$ cat src/hw/rtl/qsu_pkg.sv
// Types and constants shared by the quoted string unescaper.
package qsu_pkg;

	localparam int BYTE_W  = 8;
	localparam int KIND_W  = 2;
	localparam int ERR_W   = 2;
	localparam int CNT_W   = 13;
	localparam int PHASE_W = 3;
	localparam int OCTL_W  = 2;

	// Result queue geometry.
	localparam int QDEPTH = 4;
	localparam int QPTR_W = 2;
	localparam int QCNT_W = 3;

	// Scan phases.
	localparam logic [PHASE_W-1:0] PH_OUTSIDE = 3'd0;
	localparam logic [PHASE_W-1:0] PH_QUOTE   = 3'd1;
	localparam logic [PHASE_W-1:0] PH_BSLASH  = 3'd2;
	localparam logic [PHASE_W-1:0] PH_OCTAL   = 3'd3;
	localparam logic [PHASE_W-1:0] PH_DONE    = 3'd4;

	// Result kinds.
	localparam logic [KIND_W-1:0] KIND_BYTE   = 2'd0;
	localparam logic [KIND_W-1:0] KIND_FINISH = 2'd1;
	localparam logic [KIND_W-1:0] KIND_ERROR  = 2'd2;

	// Error codes.
	localparam logic [ERR_W-1:0] ERR_NONE     = 2'd0;
	localparam logic [ERR_W-1:0] ERR_TRAILING = 2'd1;
	localparam logic [ERR_W-1:0] ERR_NOQUOTE  = 2'd2;
	localparam logic [ERR_W-1:0] ERR_UNTERM   = 2'd3;

	// Characters of interest.
	localparam logic [BYTE_W-1:0] CH_QUOTE  = 8'h22;
	localparam logic [BYTE_W-1:0] CH_BSLASH = 8'h5C;
	localparam logic [BYTE_W-1:0] CH_0      = 8'h30;
	localparam logic [BYTE_W-1:0] CH_3      = 8'h33;
	localparam logic [BYTE_W-1:0] CH_7      = 8'h37;
	localparam logic [BYTE_W-1:0] CH_N      = 8'h6E;
	localparam logic [BYTE_W-1:0] CH_R      = 8'h72;
	localparam logic [BYTE_W-1:0] CH_T      = 8'h74;
	localparam logic [BYTE_W-1:0] CODE_LF   = 8'h0A;
	localparam logic [BYTE_W-1:0] CODE_CR   = 8'h0D;
	localparam logic [BYTE_W-1:0] CODE_TAB  = 8'h09;

	typedef struct packed {
		logic [BYTE_W-1:0] out_byte;
		logic [KIND_W-1:0] result_kind;
		logic [ERR_W-1:0]  error_code;
		logic [CNT_W-1:0]  consumed_count;
		logic              is_last;
	} result_t;

	function automatic result_t make_result(input logic [BYTE_W-1:0] b,
			input logic [KIND_W-1:0] kind, input logic [ERR_W-1:0] err,
			input logic [CNT_W-1:0] count);
		result_t r;
		r.out_byte       = b;
		r.result_kind    = kind;
		r.error_code     = err;
		r.consumed_count = count;
		r.is_last        = 1'b0;
		return r;
	endfunction

endpackage

$ cat src/hw/rtl/quoted_string_unescaper.sv
// Quoted string unescaper: per-byte escape decoder with a small result queue.
//
// The block takes one raw byte per item on the input channel, plus an end item
// that closes the string, and delivers the unescaped bytes on the result
// channel. Inside double quotes it decodes backslash-n, -r and -t, octal
// escapes (up to three digits when the first is 0-3, two when it is 4-7) and a
// backslash before any other byte. The strict_mode register, written through
// the configuration channel (the user must write it only while the block is
// idle; the block does not enforce this), selects a single quoted string that
// must open with a quote and is finished by its closing quote; otherwise bytes
// outside quotes pass straight through. Each item is decoded in the cycle it is
// accepted and its zero, one or two results are written into a four-entry
// result queue, so an item can be accepted every cycle. Input ready is high
// while the queue holds two entries or fewer. The sustained rate is one item
// per cycle as long as items give at most one result each and the result
// channel is ready; it is bounded by the result port, which delivers one result
// per cycle, which holds back a run of octal flushes that give two results.
module quoted_string_unescaper #(
	parameter int MAX_STRING_LEN = 4096
) (
	input  logic                        clk,
	input  logic                        arst_n,
	// configuration channel
	input  logic                        cfg_valid,
	output logic                        cfg_ready,
	input  logic                        strict_mode,
	// input channel
	input  logic                        in_valid,
	output logic                        in_ready,
	input  logic [qsu_pkg::BYTE_W-1:0]  data_byte,
	input  logic                        end_of_input,
	// result channel
	output logic                        out_valid,
	input  logic                        out_ready,
	output logic [qsu_pkg::BYTE_W-1:0]  out_byte,
	output logic [qsu_pkg::KIND_W-1:0]  result_kind,
	output logic [qsu_pkg::ERR_W-1:0]   error_code,
	output logic [qsu_pkg::CNT_W-1:0]   consumed_count,
	output logic                        is_last
);
	import qsu_pkg::*;

	// The byte position must be able to hold MAX_STRING_LEN itself.
	localparam int POS_W = $clog2(MAX_STRING_LEN + 1);

	// Stream state.
	logic              strict_q;
	logic [PHASE_W-1:0] phase_q;
	logic [BYTE_W-1:0] oct_q;
	logic [OCTL_W-1:0] left_q;
	logic [POS_W-1:0]  pos_q;
	logic [ERR_W-1:0]  err_q;

	// Result queue.
	result_t           queue_q [QDEPTH];
	logic [QPTR_W-1:0] wr_ptr_q;
	logic [QPTR_W-1:0] rd_ptr_q;
	logic [QCNT_W-1:0] count_q;

	// Next-state and result logic.
	logic [PHASE_W-1:0] phase_d;
	logic [BYTE_W-1:0] oct_d;
	logic [OCTL_W-1:0] left_d;
	logic [POS_W-1:0]  pos_d;
	logic [ERR_W-1:0]  err_d;
	logic [POS_W-1:0]  pos_inc;
	logic [OCTL_W-1:0] left_dec;
	logic [BYTE_W-1:0] oct_shift;
	logic              is_digit;
	logic [1:0]        nres;
	result_t           res0;
	result_t           res1;

	// What a byte inside the quotes does, shared by the quote phase and by
	// the byte that flushes a short octal escape.
	logic [PHASE_W-1:0] qb_phase;
	logic              qb_emit;
	result_t           qb_res;

	logic in_acc;
	logic out_acc;

	assign cfg_ready = 1'b1;
	assign in_acc    = in_valid && in_ready;
	assign out_acc   = out_valid && out_ready;
	assign in_ready  = (count_q <= QCNT_W'(QDEPTH - 2));
	assign out_valid = (count_q != '0);

	assign is_digit  = (data_byte >= CH_0) && (data_byte <= CH_7);
	assign pos_inc   = (pos_q < POS_W'(MAX_STRING_LEN)) ? pos_q + POS_W'(1) : pos_q;
	assign left_dec  = left_q - OCTL_W'(1);
	assign oct_shift = {oct_q[BYTE_W-4:0], data_byte[2:0]};

	always_comb begin
		qb_phase = PH_QUOTE;
		qb_emit  = 1'b0;
		qb_res   = make_result(data_byte, KIND_BYTE, ERR_NONE, '0);
		if (data_byte == CH_BSLASH) begin
			qb_phase = PH_BSLASH;
		end else if (data_byte == CH_QUOTE) begin
			if (strict_q) begin
				// Closing quote finishes the string with the count so far.
				qb_phase = PH_DONE;
				qb_emit  = 1'b1;
				qb_res   = make_result('0, KIND_FINISH, ERR_NONE, CNT_W'(pos_inc));
			end else begin
				qb_phase = PH_OUTSIDE;
			end
		end else begin
			qb_emit = 1'b1;
		end
	end

	always_comb begin
		phase_d = phase_q;
		oct_d   = oct_q;
		left_d  = left_q;
		pos_d   = pos_q;
		err_d   = err_q;
		nres    = 2'd0;
		res0    = make_result('0, KIND_BYTE, ERR_NONE, '0);
		res1    = make_result('0, KIND_BYTE, ERR_NONE, '0);

		if (end_of_input) begin
			if (err_q == ERR_NONE && phase_q != PH_DONE) begin
				nres = 2'd1;
				if (phase_q == PH_BSLASH) begin
					res0 = make_result('0, KIND_ERROR, ERR_TRAILING, '0);
				end else if (phase_q == PH_QUOTE || phase_q == PH_OCTAL) begin
					res0 = make_result('0, KIND_ERROR, ERR_UNTERM, '0);
				end else begin
					res0 = make_result('0, KIND_FINISH, ERR_NONE, '0);
				end
			end
			// Every end item starts a fresh stream.
			phase_d = PH_OUTSIDE;
			oct_d   = '0;
			left_d  = '0;
			pos_d   = '0;
			err_d   = ERR_NONE;
		end else if (err_q == ERR_NONE && phase_q != PH_DONE) begin
			pos_d = pos_inc;
			unique case (phase_q)
				PH_OUTSIDE: begin
					if (data_byte == CH_QUOTE) begin
						phase_d = PH_QUOTE;
					end else if (strict_q) begin
						err_d = ERR_NOQUOTE;
						nres  = 2'd1;
						res0  = make_result('0, KIND_ERROR, ERR_NOQUOTE, '0);
					end else begin
						nres = 2'd1;
						res0 = make_result(data_byte, KIND_BYTE, ERR_NONE, '0);
					end
				end
				PH_BSLASH: begin
					phase_d = PH_QUOTE;
					nres    = 2'd1;
					if (data_byte == CH_N) begin
						res0 = make_result(CODE_LF, KIND_BYTE, ERR_NONE, '0);
					end else if (data_byte == CH_R) begin
						res0 = make_result(CODE_CR, KIND_BYTE, ERR_NONE, '0);
					end else if (data_byte == CH_T) begin
						res0 = make_result(CODE_TAB, KIND_BYTE, ERR_NONE, '0);
					end else if (is_digit) begin
						nres    = 2'd0;
						oct_d   = {5'b0, data_byte[2:0]};
						left_d  = (data_byte > CH_3) ? OCTL_W'(1) : OCTL_W'(2);
						phase_d = PH_OCTAL;
					end else begin
						res0 = make_result(data_byte, KIND_BYTE, ERR_NONE, '0);
					end
				end
				PH_OCTAL: begin
					if (is_digit) begin
						oct_d  = oct_shift;
						left_d = left_dec;
						if (left_dec == '0) begin
							nres    = 2'd1;
							res0    = make_result(oct_shift, KIND_BYTE, ERR_NONE, '0);
							oct_d   = '0;
							phase_d = PH_QUOTE;
						end
					end else begin
						// Short escape: emit the value, then treat the byte
						// as an ordinary byte inside the quotes.
						nres    = 2'd1;
						res0    = make_result(oct_q, KIND_BYTE, ERR_NONE, '0);
						oct_d   = '0;
						left_d  = '0;
						phase_d = qb_phase;
						if (qb_emit) begin
							nres = 2'd2;
							res1 = qb_res;
						end
					end
				end
				default: begin
					phase_d = qb_phase;
					if (qb_emit) begin
						nres = 2'd1;
						res0 = qb_res;
					end
				end
			endcase
		end
		res0.is_last = (nres == 2'd1);
		res1.is_last = 1'b1;
	end

	always_ff @(posedge clk or negedge arst_n) begin
		if (!arst_n) begin
			strict_q <= 1'b0;
			phase_q  <= PH_OUTSIDE;
			oct_q    <= '0;
			left_q   <= '0;
			pos_q    <= '0;
			err_q    <= ERR_NONE;
		end else begin
			if (cfg_valid && cfg_ready) begin
				strict_q <= strict_mode;
			end
			if (in_acc) begin
				phase_q <= phase_d;
				oct_q   <= oct_d;
				left_q  <= left_d;
				pos_q   <= pos_d;
				err_q   <= err_d;
			end
		end
	end

	// Queue pointers and fill count.
	always_ff @(posedge clk or negedge arst_n) begin
		if (!arst_n) begin
			wr_ptr_q <= '0;
			rd_ptr_q <= '0;
			count_q  <= '0;
		end else begin
			if (in_acc) begin
				wr_ptr_q <= wr_ptr_q + QPTR_W'(nres);
			end
			if (out_acc) begin
				rd_ptr_q <= rd_ptr_q + QPTR_W'(1);
			end
			count_q <= count_q + (in_acc ? QCNT_W'(nres) : '0)
				- (out_acc ? QCNT_W'(1) : '0);
		end
	end

	// Queue storage holds payload only.
	always_ff @(posedge clk) begin
		if (in_acc && nres != 2'd0) begin
			queue_q[wr_ptr_q] <= res0;
		end
		if (in_acc && nres == 2'd2) begin
			queue_q[wr_ptr_q + QPTR_W'(1)] <= res1;
		end
	end

	assign out_byte       = queue_q[rd_ptr_q].out_byte;
	assign result_kind    = queue_q[rd_ptr_q].result_kind;
	assign error_code     = queue_q[rd_ptr_q].error_code;
	assign consumed_count = queue_q[rd_ptr_q].consumed_count;
	assign is_last        = queue_q[rd_ptr_q].is_last;

endmodule
$ cat config.mk
export PLATFORM = sky130hd
export DESIGN_NAME = quoted_string_unescaper
export DESIGN_NICKNAME = d
export VERILOG_FILES = /design/src/hw/rtl/qsu_pkg.sv /design/src/hw/rtl/quoted_string_unescaper.sv
export SDC_FILE = /design/constraint.sdc
export NUM_CORES = 1
export LEC_CHECK = 0
export BUFFER_PORTS_ARGS = -buffer_cell sky130_fd_sc_hd__buf_2
export CORE_AREA = 2 2 160 162
export CTS_BUF_LIST = sky130_fd_sc_hd__clkbuf_2 sky130_fd_sc_hd__clkbuf_4 sky130_fd_sc_hd__clkbuf_8
export CTS_CLUSTER_SIZE = 25
export DETAILED_ROUTE_END_ITERATION = 10
export DIE_AREA = 0 0 162 164
export PLACE_DENSITY_LB_ADDON = 0.12
export SLEW_MARGIN = 20
export SYNTH_ARGS = -nofsm -noshare
export SYNTH_HDL_FRONTEND = slang
export SYNTH_SLANG_ARGS = --single-unit
$ cat constraint.sdc
create_clock -name clk -period 5.43 [get_ports clk]
set_clock_uncertainty 0.05 [all_clocks]
set_input_delay 1.086 -clock clk [delete_from_list [all_inputs] [get_ports clk]]
set_output_delay 1.086 -clock clk [all_outputs]
set_load 0.05 [all_outputs]
# == Word level (Yosys, flattened, before mapping) ==
# Memory sizes are Yosys's and may differ from the RTL's.
# Cells that the tools add are included.
# totals
output_inout_bits,29
ramBits,104
reg_bits,36
memories,1
inputBits,15
# op_classes
eq_ne,18
n_mux,83
reduce_logical,20
add_sub_neg,7
magnitude_cmp,5
# mem_list
memory,words,word_bits,read_ports,rd_ports_with_merged_regs,wr,line_no,source
queue_q,4,26,1,0,2,quoted_string_unescaper.sv:55,result_t queue_q [QDEPTH];
# ops
cell,count
$mux W26,18
$pmux W26 S3,1
$mux W8,8
$mux W18,3
$mux W2,22
$mux W13,3
$eq A8 B7 Y1 const B,4
$mux W3,8
$ne A3 B3 Y1 const B,6
$mux W1,16
$pmux W8 S2,1
$add A13 B1 Y13 const B,1
$lt A13 B13 Y1 const B,1
$pmux W3 S3,1
$eq A8 B6 Y1 const B,1
$ge A8 B6 Y1 const B,1
$gt A8 B6 Y1 const B,1
$le A8 B6 Y1 const B,1
$reduce_bool A2 Y1,4
$reduce_and A7 Y1,1
$eq A3 B2 Y1 const B,2
$logic_and A1 B1 Y1,6
$pmux W2 S3,1
$reduce_bool A3 Y1,2
other kinds (18),20

# == Depth between registers and ports, before layout ==
# Gate-level depths: netlist of the first run.
# depth
ltp_word,13
ltp_mapped,16

# == Worst setup path after synthesis of the first run ==
# Ideal clock, no wire load.
# synth_path
path_type,input -> register
startpoint,input data_byte[7] in the netlist's numbering
endpoint,memory queue_q[1][10] in the netlist's numbering (enable)
setup_time_ns,0.414
slack_ns,1.203
path_stages,8
path_buffers,2
arrival_ns,3.763
cell_sequence,buf_6 nand4b_4 or4_1 buf_2 a311oi_2 or2_4 nand3_1 a21oi_1
# synth_lines
item,line_no,source
start: declaration,quoted_string_unescaper.sv:30,"input logic [qsu_pkg::BYTE_W-1:0] data_byte,"
end: declaration,quoted_string_unescaper.sv:55,

# == Worst setup path after layout of the first run ==
# layout_path
startpoint,input data_byte[7] in the netlist's numbering
endpoint,register count_q[2]
# layout_via
elab_chain_cells,12
word_cells_on_any_way,24
classes_between,add/sub (2); order compare (2); eq/ne (5); mux (14); reduce/logical (1)
# layout_lines
item,line_no,source
$ge A8 B6 Y1 or $le A8 B6 Y1 (tied branches),quoted_string_unescaper.sv:89,assign is_digit = (data_byte >= CH_0) && (data_byte <= CH_7);
$logic_and A1 B1 Y1,quoted_string_unescaper.sv:89,
$mux W1,quoted_string_unescaper.sv:165,end else if (is_digit) begin
$mux W1,quoted_string_unescaper.sv:163,end else if (data_byte == CH_T) begin
$mux W1,quoted_string_unescaper.sv:161,end else if (data_byte == CH_R) begin
$mux W1,quoted_string_unescaper.sv:159,if (data_byte == CH_N) begin
$pmux W2 S3 (*),quoted_string_unescaper.sv:143,unique case (phase_q)
$mux W2 (*),quoted_string_unescaper.sv:141,end else if (err_q == ERR_NONE && phase_q != PH_DONE) begin
$mux W2 (*),quoted_string_unescaper.sv:124,if (end_of_input) begin
$mux W2 (*),quoted_string_unescaper.sv:246,count_q <= count_q + (in_acc ? QCNT_W'(nres) : '0)
$add A3 B2 Y3 (*),quoted_string_unescaper.sv:246,
$sub A3 B1 Y3 (*),quoted_string_unescaper.sv:247,- (out_acc ? QCNT_W'(1) : '0);
end signal: assignment,quoted_string_unescaper.sv:246,
end: declaration,quoted_string_unescaper.sv:58,logic [QCNT_W-1:0] count_q;
# Mark *: on every way between the ends. The rest lies on a longest branch, timed or not.
# A chain may end at the register's enable or synchronous reset.

==> flow_metrics.tcl, run 1 <==
set metrics [dict create \
    dpl.hpwl_um 14800 \
    synthToLayoutAreaGrowth_pct 12.5 \
    powerDensity_nw_per_um2 437 \
    min_path_type "flip-flop to flip-flop" \
    rows 58 \
    met1Wirelength_um 9880 \
    drv_cap 0 \
    root_buffer "clkbuf_8" \
    final_core_util 0.332 \
    fin_area_um2 8240 \
    tritoncts "built" \
    wl_met3_um 1340 \
    required_ns 5.72 \
    grt_max_degree 36 \
    nNetsFinal 723 \
    clk_latency_ns 0.46 \
    worst_path_max_delay_cell "or2_1" \
    peakVddDrop_mv 0.179 \
    post_drt_via_cell_ratio 5.28 \
    period_share 0.701 \
    drt_pass1_iterations 6 \
    clock_sinks 139 \
    ys_ff_latch 139 \
    numCtsBuffers 17 \
    ioPinCount 44 \
    finalSetupViolations 0 \
    maxSlewViolCount 0 \
    die_area_um2 26600 \
    post_drt_wl_per_cell_um 20.4 \
    rsz0062_at_grt "false" \
    vias 5513 \
    finalSetupTns_ns 0 \
    crit_path_end_kind "flip-flop" \
    cpMostUsedCell "inv_1" \
    path_buf_inv 4 \
    hold_violations 0 \
    yosysSeqAreaShare 0.524 \
    synth_warnings 0 \
    fp.dieH_um 164 \
    intPower_w 0.00206 \
    grt_util_all_layers 0.165 \
    tightest_slew_ns 1.04 \
    clockBufferDepth 2 \
    status "finished, final reports clean" \
    antenna_found_initial 0 \
    syn_inst 673 \
    globalplace.congestion 0.875 \
    grt_first_pass_wirelength_um 33100 \
    sw_frac_of_total 0.429 \
    seqPwrFrac 0.405 \
    critPathTopFamily "simple AND/OR/NAND/NOR gates" \
    crit_type "input port to flip-flop" \
    fmax_mhz 263 \
    drt-total-wl_um 21300 \
    final_cell_mix "edfxtp_1, nor2_1, nand2_1" \
    cts_setup_buffers 0 \
    cp_max_fo 16 \
    dpl_worst_slack_ns 1.17 \
    wl_met2_um 9770 \
    ys_async_sr_fraction 0.252 \
    io_buffer_count 42 \
    fin_ws_ns 1.62 \
    drt_iter0_markers 613 \
    cts.htree.levels 4 \
    antenna_cells 0 \
    ys.flop_type "edfxtp_1" \
    slowest_delay_ns 0.57 \
    fp.dieW_um 162 \
    cts-resized-gates 0 \
    path_cells "buf_2, or2_0, or2_1, a311oi_2, or2_4, and2_4, inv_1, ha_1, inv_1, ha_1, inv_1, fa_1, xor2_1, xnor2_1" \
    cp-start-kind "input port" \
    cp.arrival_ns 4.09 \
    p_comb_frac 0.356 \
    synth_enable_flop_cells 88 \
    highest_layer "met4" \
    p_sw_w 0.00154 \
    overflow 0 \
    synth_area_um2 7320 \
    syn_area_per_cell_um2 10.9 \
    fin_crit_ns 3.81 \
    start_util 0.295 \
    syn_nets 695 \
    grt_pass1_vias 5582 \
    p_leak_nw 2.97 \
    mostFrequentLayoutCell "edfxtp_1" \
    drc 0 \
    core_region_area_um2 24800 \
    placed_area_um2 7830 \
    drive_above_1_share 0.183 \
    clkPwrFrac 0.240 \
    antenna_left 0 \
    max_slew_margin 0.301 \
    ys_types 77 \
    clk_pin_slew_ns 0.08 \
    hold_buffers 0 \
]
[per-stage QoR]
| stage | hold slack [ns] | total power, W | instances |
|---|---|---|---|
| floorplan | 0.370 | 0.00241 | 673 |
| global placement | 0.404 | 0.00276 | 1012 |
| detailed placement | 0.395 | 0.00277 | 1012 |
| CTS | 0.408 | 0.00364 | 1044 |
| global route | 0.422 | 0.00380 | 1044 |
| finish | 0.406 | 0.00360 | 1044 |
[flip-flops by register name (all words and copies together), names as in the netlist]
signal,cells
rd_ptr_q,2
err_q,1
phase_q,3
left_q,2
wr_ptr_q,2
count_q,3
strict_q,1
oct_q,8
queue_q,104
pos_q,13
[Yosys cell counts, types with 5 or more instances]
cell      instances  area [um^2]
a21oi_1          33          165
a22o_1           26          228
a31oi_1           8         50.1
and2_1            6         37.5
and3_1            8         50.1
buf_2             8         40.0
clkbuf_1         27          101
dfrtp_1          35          876
dfxtp_1          16          320
edfxtp_1         88         2640
ha_1              6         75.1
inv_1            25         93.8
mux4_2           26          586
nand2_1          71          267
nand3_1          15         75.1
nor2_1           87          327
nor2b_1           5         31.3
nor3_1           10         50.1
o21ai_0          42          210
o22ai_1           7         43.8
o31ai_1           6         45.0
o32ai_1           7         61.3
xnor2_1           8         70.1
xor2_1            9         78.8
[cell type report]
type | instances | area [um^2]
tap | 330 | 413
sequential | 139 | 3840
multi-input combinational | 465 | 3200
clock buffer | 17 | 234
timing repair buffer | 52 | 285
inverter | 26 | 97.6
clock inverter | 15 | 170
fill | 2520 | 16600
[worst register-to-register path, stage by stage, from the launching register on]
cell      delay [ns]
dfrtp_1         0.62
and3b_1         0.37
o211ai_1        0.30
nor4bb_1        0.35
buf_4           0.22
clkinv_1        0.28
ha_1            0.40
fa_1            0.43
xor2_1          0.16
xnor2_1         0.13
[cells by family after synthesis]
kind of cell             Yosys count  share of synthesized area
AO/OA/AOI/OAI                    169                      0.159
other                              1                   0.000512
XOR/XNOR                          17                     0.0203
adder cells (fa/ha/maj)            7                     0.0130
AND/OR/NAND/NOR                  241                      0.157
multiplexers                      30                     0.0854
buffers and inverters             69                     0.0408
flip-flops                       139                      0.524
[power by group through the flow]
stage	Sequential (W)	Clock, W	Combinational (W)
after floorplan	0.00133	0	0.00108
after global placement	0.00148	0	0.00128
after detailed placement	0.00148	0	0.00129
after CTS	0.00146	0.000887	0.00129
after global routing	0.00149	0.000933	0.00138
final	0.00146	0.000863	0.00128
[path summary, 6_finish.rpt]
| check | from | depth (start not counted) | slack (ns) | end |
|---|---|---|---|---|
| setup / recovery | data_byte[7] | 14 | 1.62 | count_q[2] |
| hold / removal | queue_q[1][14] | 2 | 0.41 | queue_q[1][14] |
| max in group asynchronous | arst_n | 1 | 4.02 | rd_ptr_q[0] |
| setup reg to reg | phase_q[0] | 9 | 2.01 | count_q[2] |
| min in group asynchronous | arst_n | 1 | 0.66 | oct_q[2] |
| hold reg to reg | queue_q[1][14] | 2 | 0.41 | queue_q[1][14] |
[routing by layer]
metal / vias to the layer above / global-route usage
li1: 2559 / -
met1: 2720 / 0.235
met2: 212 / 0.253
met3: 22 / 0.0351
met4: 0 / 0.0495
met5: - / 0
Power figures use the tool's default switching activity.
==> inputs of run 2 (changes only) <==
Clock period 5.43 ns to 3.25 ns, I/O delays scaled along.
==> flow_metrics.tcl, run 2 (synthesized netlist as in run 1, its figures left out) <==
set metrics [dict create \
    status "finished, final reports clean" \
    drv_cap 0 \
    required_ns 3.54 \
    io_buffer_count 42 \
    post_drt_via_cell_ratio 5.24 \
    grt_pass1_vias 5898 \
    antenna_found_initial 1 \
    cts.htree.levels 4 \
    cts-resized-gates 0 \
    overflow 0 \
    tritoncts "built" \
    dp_cells 1086 \
    cts_setup_buffers 0 \
    rsz0062_at_grt "false" \
    grt_first_pass_wirelength_um 34800 \
    cp-start-kind "flip-flop" \
    fmax_mhz 339 \
    placed_area_um2 8510 \
    path_cells "and3b_1, o211ai_1, nor4bb_1, clkinv_1, ha_1, fa_2, xor2_1, xnor2_1" \
    fin_crit_ns 2.95 \
    dpl.hpwl_um 16300 \
    nNetsFinal 797 \
    peakVddDrop_mv 0.441 \
    core_region_area_um2 24800 \
    crit_type "flip-flop to flip-flop" \
    drt_pass1_iterations 5 \
    finalSetupViolations 0 \
    synthToLayoutAreaGrowth_pct 21.9 \
    numCtsBuffers 17 \
    clk_pin_slew_ns 0.09 \
    worstReg2RegStart "phase_q[2]" \
    final_cell_mix "edfxtp_1, nor2_1, buf_4" \
    hold_violations 0 \
    hold_slack_ns 0.278 \
    largest_reg_flops 104 \
    antenna_left 0 \
    drive_above_1_share 0.269 \
    cp.arrival_ns 3.24 \
    clock_sinks 139 \
    clockBufferDepth 2 \
    globalplace.congestion 0.847 \
    crit_path_end_kind "flip-flop" \
    tightest_slew_ns 0.957 \
    grt_max_degree 36 \
    drc 0 \
    grt_util_all_layers 0.174 \
    die_area_um2 26600 \
    powerDensity_nw_per_um2 714 \
    cp_max_fo 8 \
    ioPinCount 44 \
    worst_path_max_delay_cell "dfrtp_1" \
    maxSlewViolCount 0 \
    p_leak_nw 3.36 \
    fin_area_um2 8930 \
    clk_latency_ns 0.45 \
    post_drt_wl_per_cell_um 19.9 \
    rows 58 \
    vias 5858 \
    hold_buffers 0 \
    period_share 0.907 \
    stdcell_count 1119 \
    mostFrequentLayoutCell "edfxtp_1" \
    slowest_delay_ns 0.46 \
    drt-total-wl_um 22200 \
    root_buffer "clkbuf_8" \
    max_slew_margin 0.362 \
    total_power_w 0.00637 \
    reg_top3 "queue_q (104), pos_q (13), oct_q (8)" \
    drt_iter0_markers 601 \
    fp.dieW_um 162 \
    largest-register "queue_q" \
    startpoint "phase_q[2]" \
    min_path_type "input port to asynchronous set/reset pin" \
    fp.dieH_um 164 \
    start_util 0.295 \
]
run 2: cell types whose count changed in the layout (fill, tap and decap cells not counted), sizes merged:
cell / change
buf: +74
diode: +1
bufinv: +1
clkinvlp: -1
run 2: worst max-delay path, delay by kind of cell, from the launching register on:
family	cells	cell delay, ns
buf+inv	1	0.28
simple gates	2	0.83
xor+xnor	2	0.28
fa+ha+maj	2	0.76
compound gates	1	0.17
flops	1	0.46
run 2: final cells by class:
class,count,area [um^2]
Multi-Input combinational cell,465,3240
Inverter,26,97.6
Fill cell,2509,15900
Antenna cell,1,2.50
Tap cell,330,413
Clock inverter,15,183
Sequential cell,139,3840
Timing Repair Buffer,126,916
Clock buffer,17,234
run 2: path summary, 6_finish.rpt:
kind | end | slack (ns) | cells past startpoint
max reg2reg | count_q[2] | 0.30 | 8
max | count_q[2] | 0.30 | 8
min | count_q[2] | 0.28 | 1
min in group clk | strict_q | 0.34 | 2
max in group asynchronous | rd_ptr_q[0] | 2.23 | 1
min reg2reg | queue_q[1][14] | 0.41 | 2
run 2: through the flow:
step,worst slack (ns),util,setup TNS [ns]
final,0.301,0.360,0
after global routing,0.139,0.360,0
after CTS,0.296,0.360,0
after detailed placement,-0.136,0.343,-1.28
after global placement,-0.102,0.343,-0.137
after floorplan,-0.0576,-,-0.0576
run 2: report_power, final:
part / total (W) / leakage [nW] / internal [W] / switching [W]
Clock: 0.00150 / 0.212 / 0.000716 / 0.000785
Sequential: 0.00230 / 1.52 / 0.00210 / 0.000207
Combinational: 0.00257 / 1.64 / 0.000899 / 0.00167
run 2: metal layers:
| metal | vias up | wire length (um) | GRT usage |
|---|---|---|---|
| met5 | - | 0 | 0 |
| met2 | 156 | 10400 | 0.272 |
| met4 | 0 | 302 | 0.0507 |
| met1 | 2964 | 10500 | 0.245 |
| met3 | 23 | 1020 | 0.0343 |
| li1 | 2715 | - | - |
==> inputs of run 3 (changes only) <==
--- a/config.mk
+++ b/config.mk
@@ -7,3 +7,3 @@
 export LEC_CHECK = 0
-export BUFFER_PORTS_ARGS = -buffer_cell sky130_fd_sc_hd__buf_2
+export BUFFER_PORTS_ARGS = -buffer_cell sky130_fd_sc_hd__buf_4
 export CORE_AREA = 2 2 160 162
--- a/constraint.sdc
+++ b/constraint.sdc
@@ -4,2 +4,2 @@
 set_output_delay 0.65 -clock clk [all_outputs]
-set_load 0.05 [all_outputs]
+set_load 0.02 [all_outputs]
==> flow_metrics.tcl, run 3 (synthesized netlist as in run 1, its figures left out) <==
set metrics [dict create \
    tightest_slew_ns 1.01 \
    vias 5759 \
    drc 0 \
    reg_top3 "queue_q (104), pos_q (13), oct_q (8)" \
    hold_violations 0 \
    synthToLayoutAreaGrowth_pct 22.1 \
    rsz0062_at_grt "false" \
    grt_pass1_vias 5911 \
    post_drt_wl_per_cell_um 20.0 \
    largest_reg_flops 104 \
    drt-total-wl_um 22200 \
    ioPinCount 44 \
    p_leak_nw 3.34 \
    maxSlewViolCount 0 \
    core_region_area_um2 24800 \
    grt_util_all_layers 0.175 \
    drt_iter0_markers 554 \
    final_core_util 0.360 \
    mostFrequentLayoutCell "buf_4" \
    antenna_left 0 \
    min_path_type "input port to asynchronous set/reset pin" \
    fin_crit_ns 3.08 \
    fp.dieW_um 162 \
    period_share 0.948 \
    rows 58 \
    drt_pass1_iterations 5 \
    clk_pin_slew_ns 0.09 \
    dpl.hpwl_um 15900 \
    post_drt_via_cell_ratio 5.19 \
    hold_buffers 0 \
    total_power_w 0.00597 \
    fp.dieH_um 164 \
    antenna_cells 0 \
    max_slew_margin 0.324 \
    peakVddDrop_mv 0.223 \
    dp_cells 1078 \
    nNetsFinal 789 \
    fmax_mhz 324 \
    status "finished, final reports clean" \
    finalSetupViolations 0 \
    grt_max_degree 36 \
    grt_first_pass_wirelength_um 35100 \
    crit_path_end_kind "flip-flop" \
    cp.arrival_ns 3.17 \
    root_buffer "clkbuf_8" \
    io_buffer_count 42 \
    cts-resized-gates 0 \
    cp-start-kind "flip-flop" \
    cp_max_fo 14 \
    overflow 0 \
    stdcell_count 1110 \
    clk_latency_ns 0.46 \
    powerDensity_nw_per_um2 668 \
    crit_type "flip-flop to flip-flop" \
    cts.htree.levels 4 \
    tritoncts "built" \
    antenna_found_initial 0 \
    final_cell_mix "buf_4, edfxtp_1, nor2_1" \
    required_ns 3.34 \
    clockBufferDepth 2 \
    clock_sinks 139 \
    drive_above_1_share 0.259 \
    largest-register "queue_q" \
    globalplace.congestion 0.938 \
    numCtsBuffers 17 \
    drv_cap 0 \
    die_area_um2 26600 \
    cts_setup_buffers 0 \
    start_util 0.295 \
]
==> run 3: final cells by class <==
class | instances | area [um^2]
repair buffers | 118 | 961
fillers | 2472 | 15900
flip-flops and latches | 139 | 3840
clock buffers | 22 | 278
clock inverters | 10 | 116
inverters | 26 | 97.6
multi-input cells | 465 | 3240
well taps | 330 | 413
==> run 3: worst paths after layout <==
path	from	to	slack, ns	depth (start not counted)
worst max register to register	phase_q[2]	queue_q[0][1]	0.17	10
min in group clk	cfg_valid	strict_q	0.34	2
max in group asynchronous	arst_n	rd_ptr_q[0]	2.67	1
worst min-delay path	arst_n	oct_q[1]	0.09	1
worst max-delay path	phase_q[2]	queue_q[0][1]	0.17	10
worst min register to register	queue_q[1][14]	queue_q[1][14]	0.40	2
==> run 3: stage by stage <==
stage	hold WS, ns	TNS [ns]	setup WS (ns)	area [um^2]
global route	0.0984	0	0.00917	8940
finish	0.0903	0	0.168	8940
floorplan	0.304	-0.0569	-0.0569	7390
CTS	0.105	0	0.182	8940
detailed placement	0.390	-3.21	-0.143	8550
global placement	0.392	-1.54	-0.0969	8550
==> run 3: per-layer routing <==
metal,vias to the layer above,track usage,part of all wire
li1,2698,-,-
met4,0,0.0503,0.015
met2,166,0.277,0.47
met3,25,0.0318,0.040
met5,-,0,0
met1,2870,0.246,0.48
==> run 3: critical path, stage by stage (launching register included) <==
cell,delay (ns)
dfrtp_1,0.49
and3b_1,0.42
o211ai_1,0.19
nor4bb_1,0.33
buf_4,0.24
clkinv_1,0.14
buf_4,0.20
nor2_1,0.12
nand2_1,0.14
nand2_1,0.18
buf_4,0.27
==> run 3: report_power, final <==
part           total (W)  leakage, nW  internal (W)  switching [W]
logic            0.00222         1.63      0.000966        0.00125
registers        0.00231         1.52       0.00210       0.000212
clock network    0.00144        0.203      0.000738       0.000706
total            0.00597         3.34       0.00380        0.00217
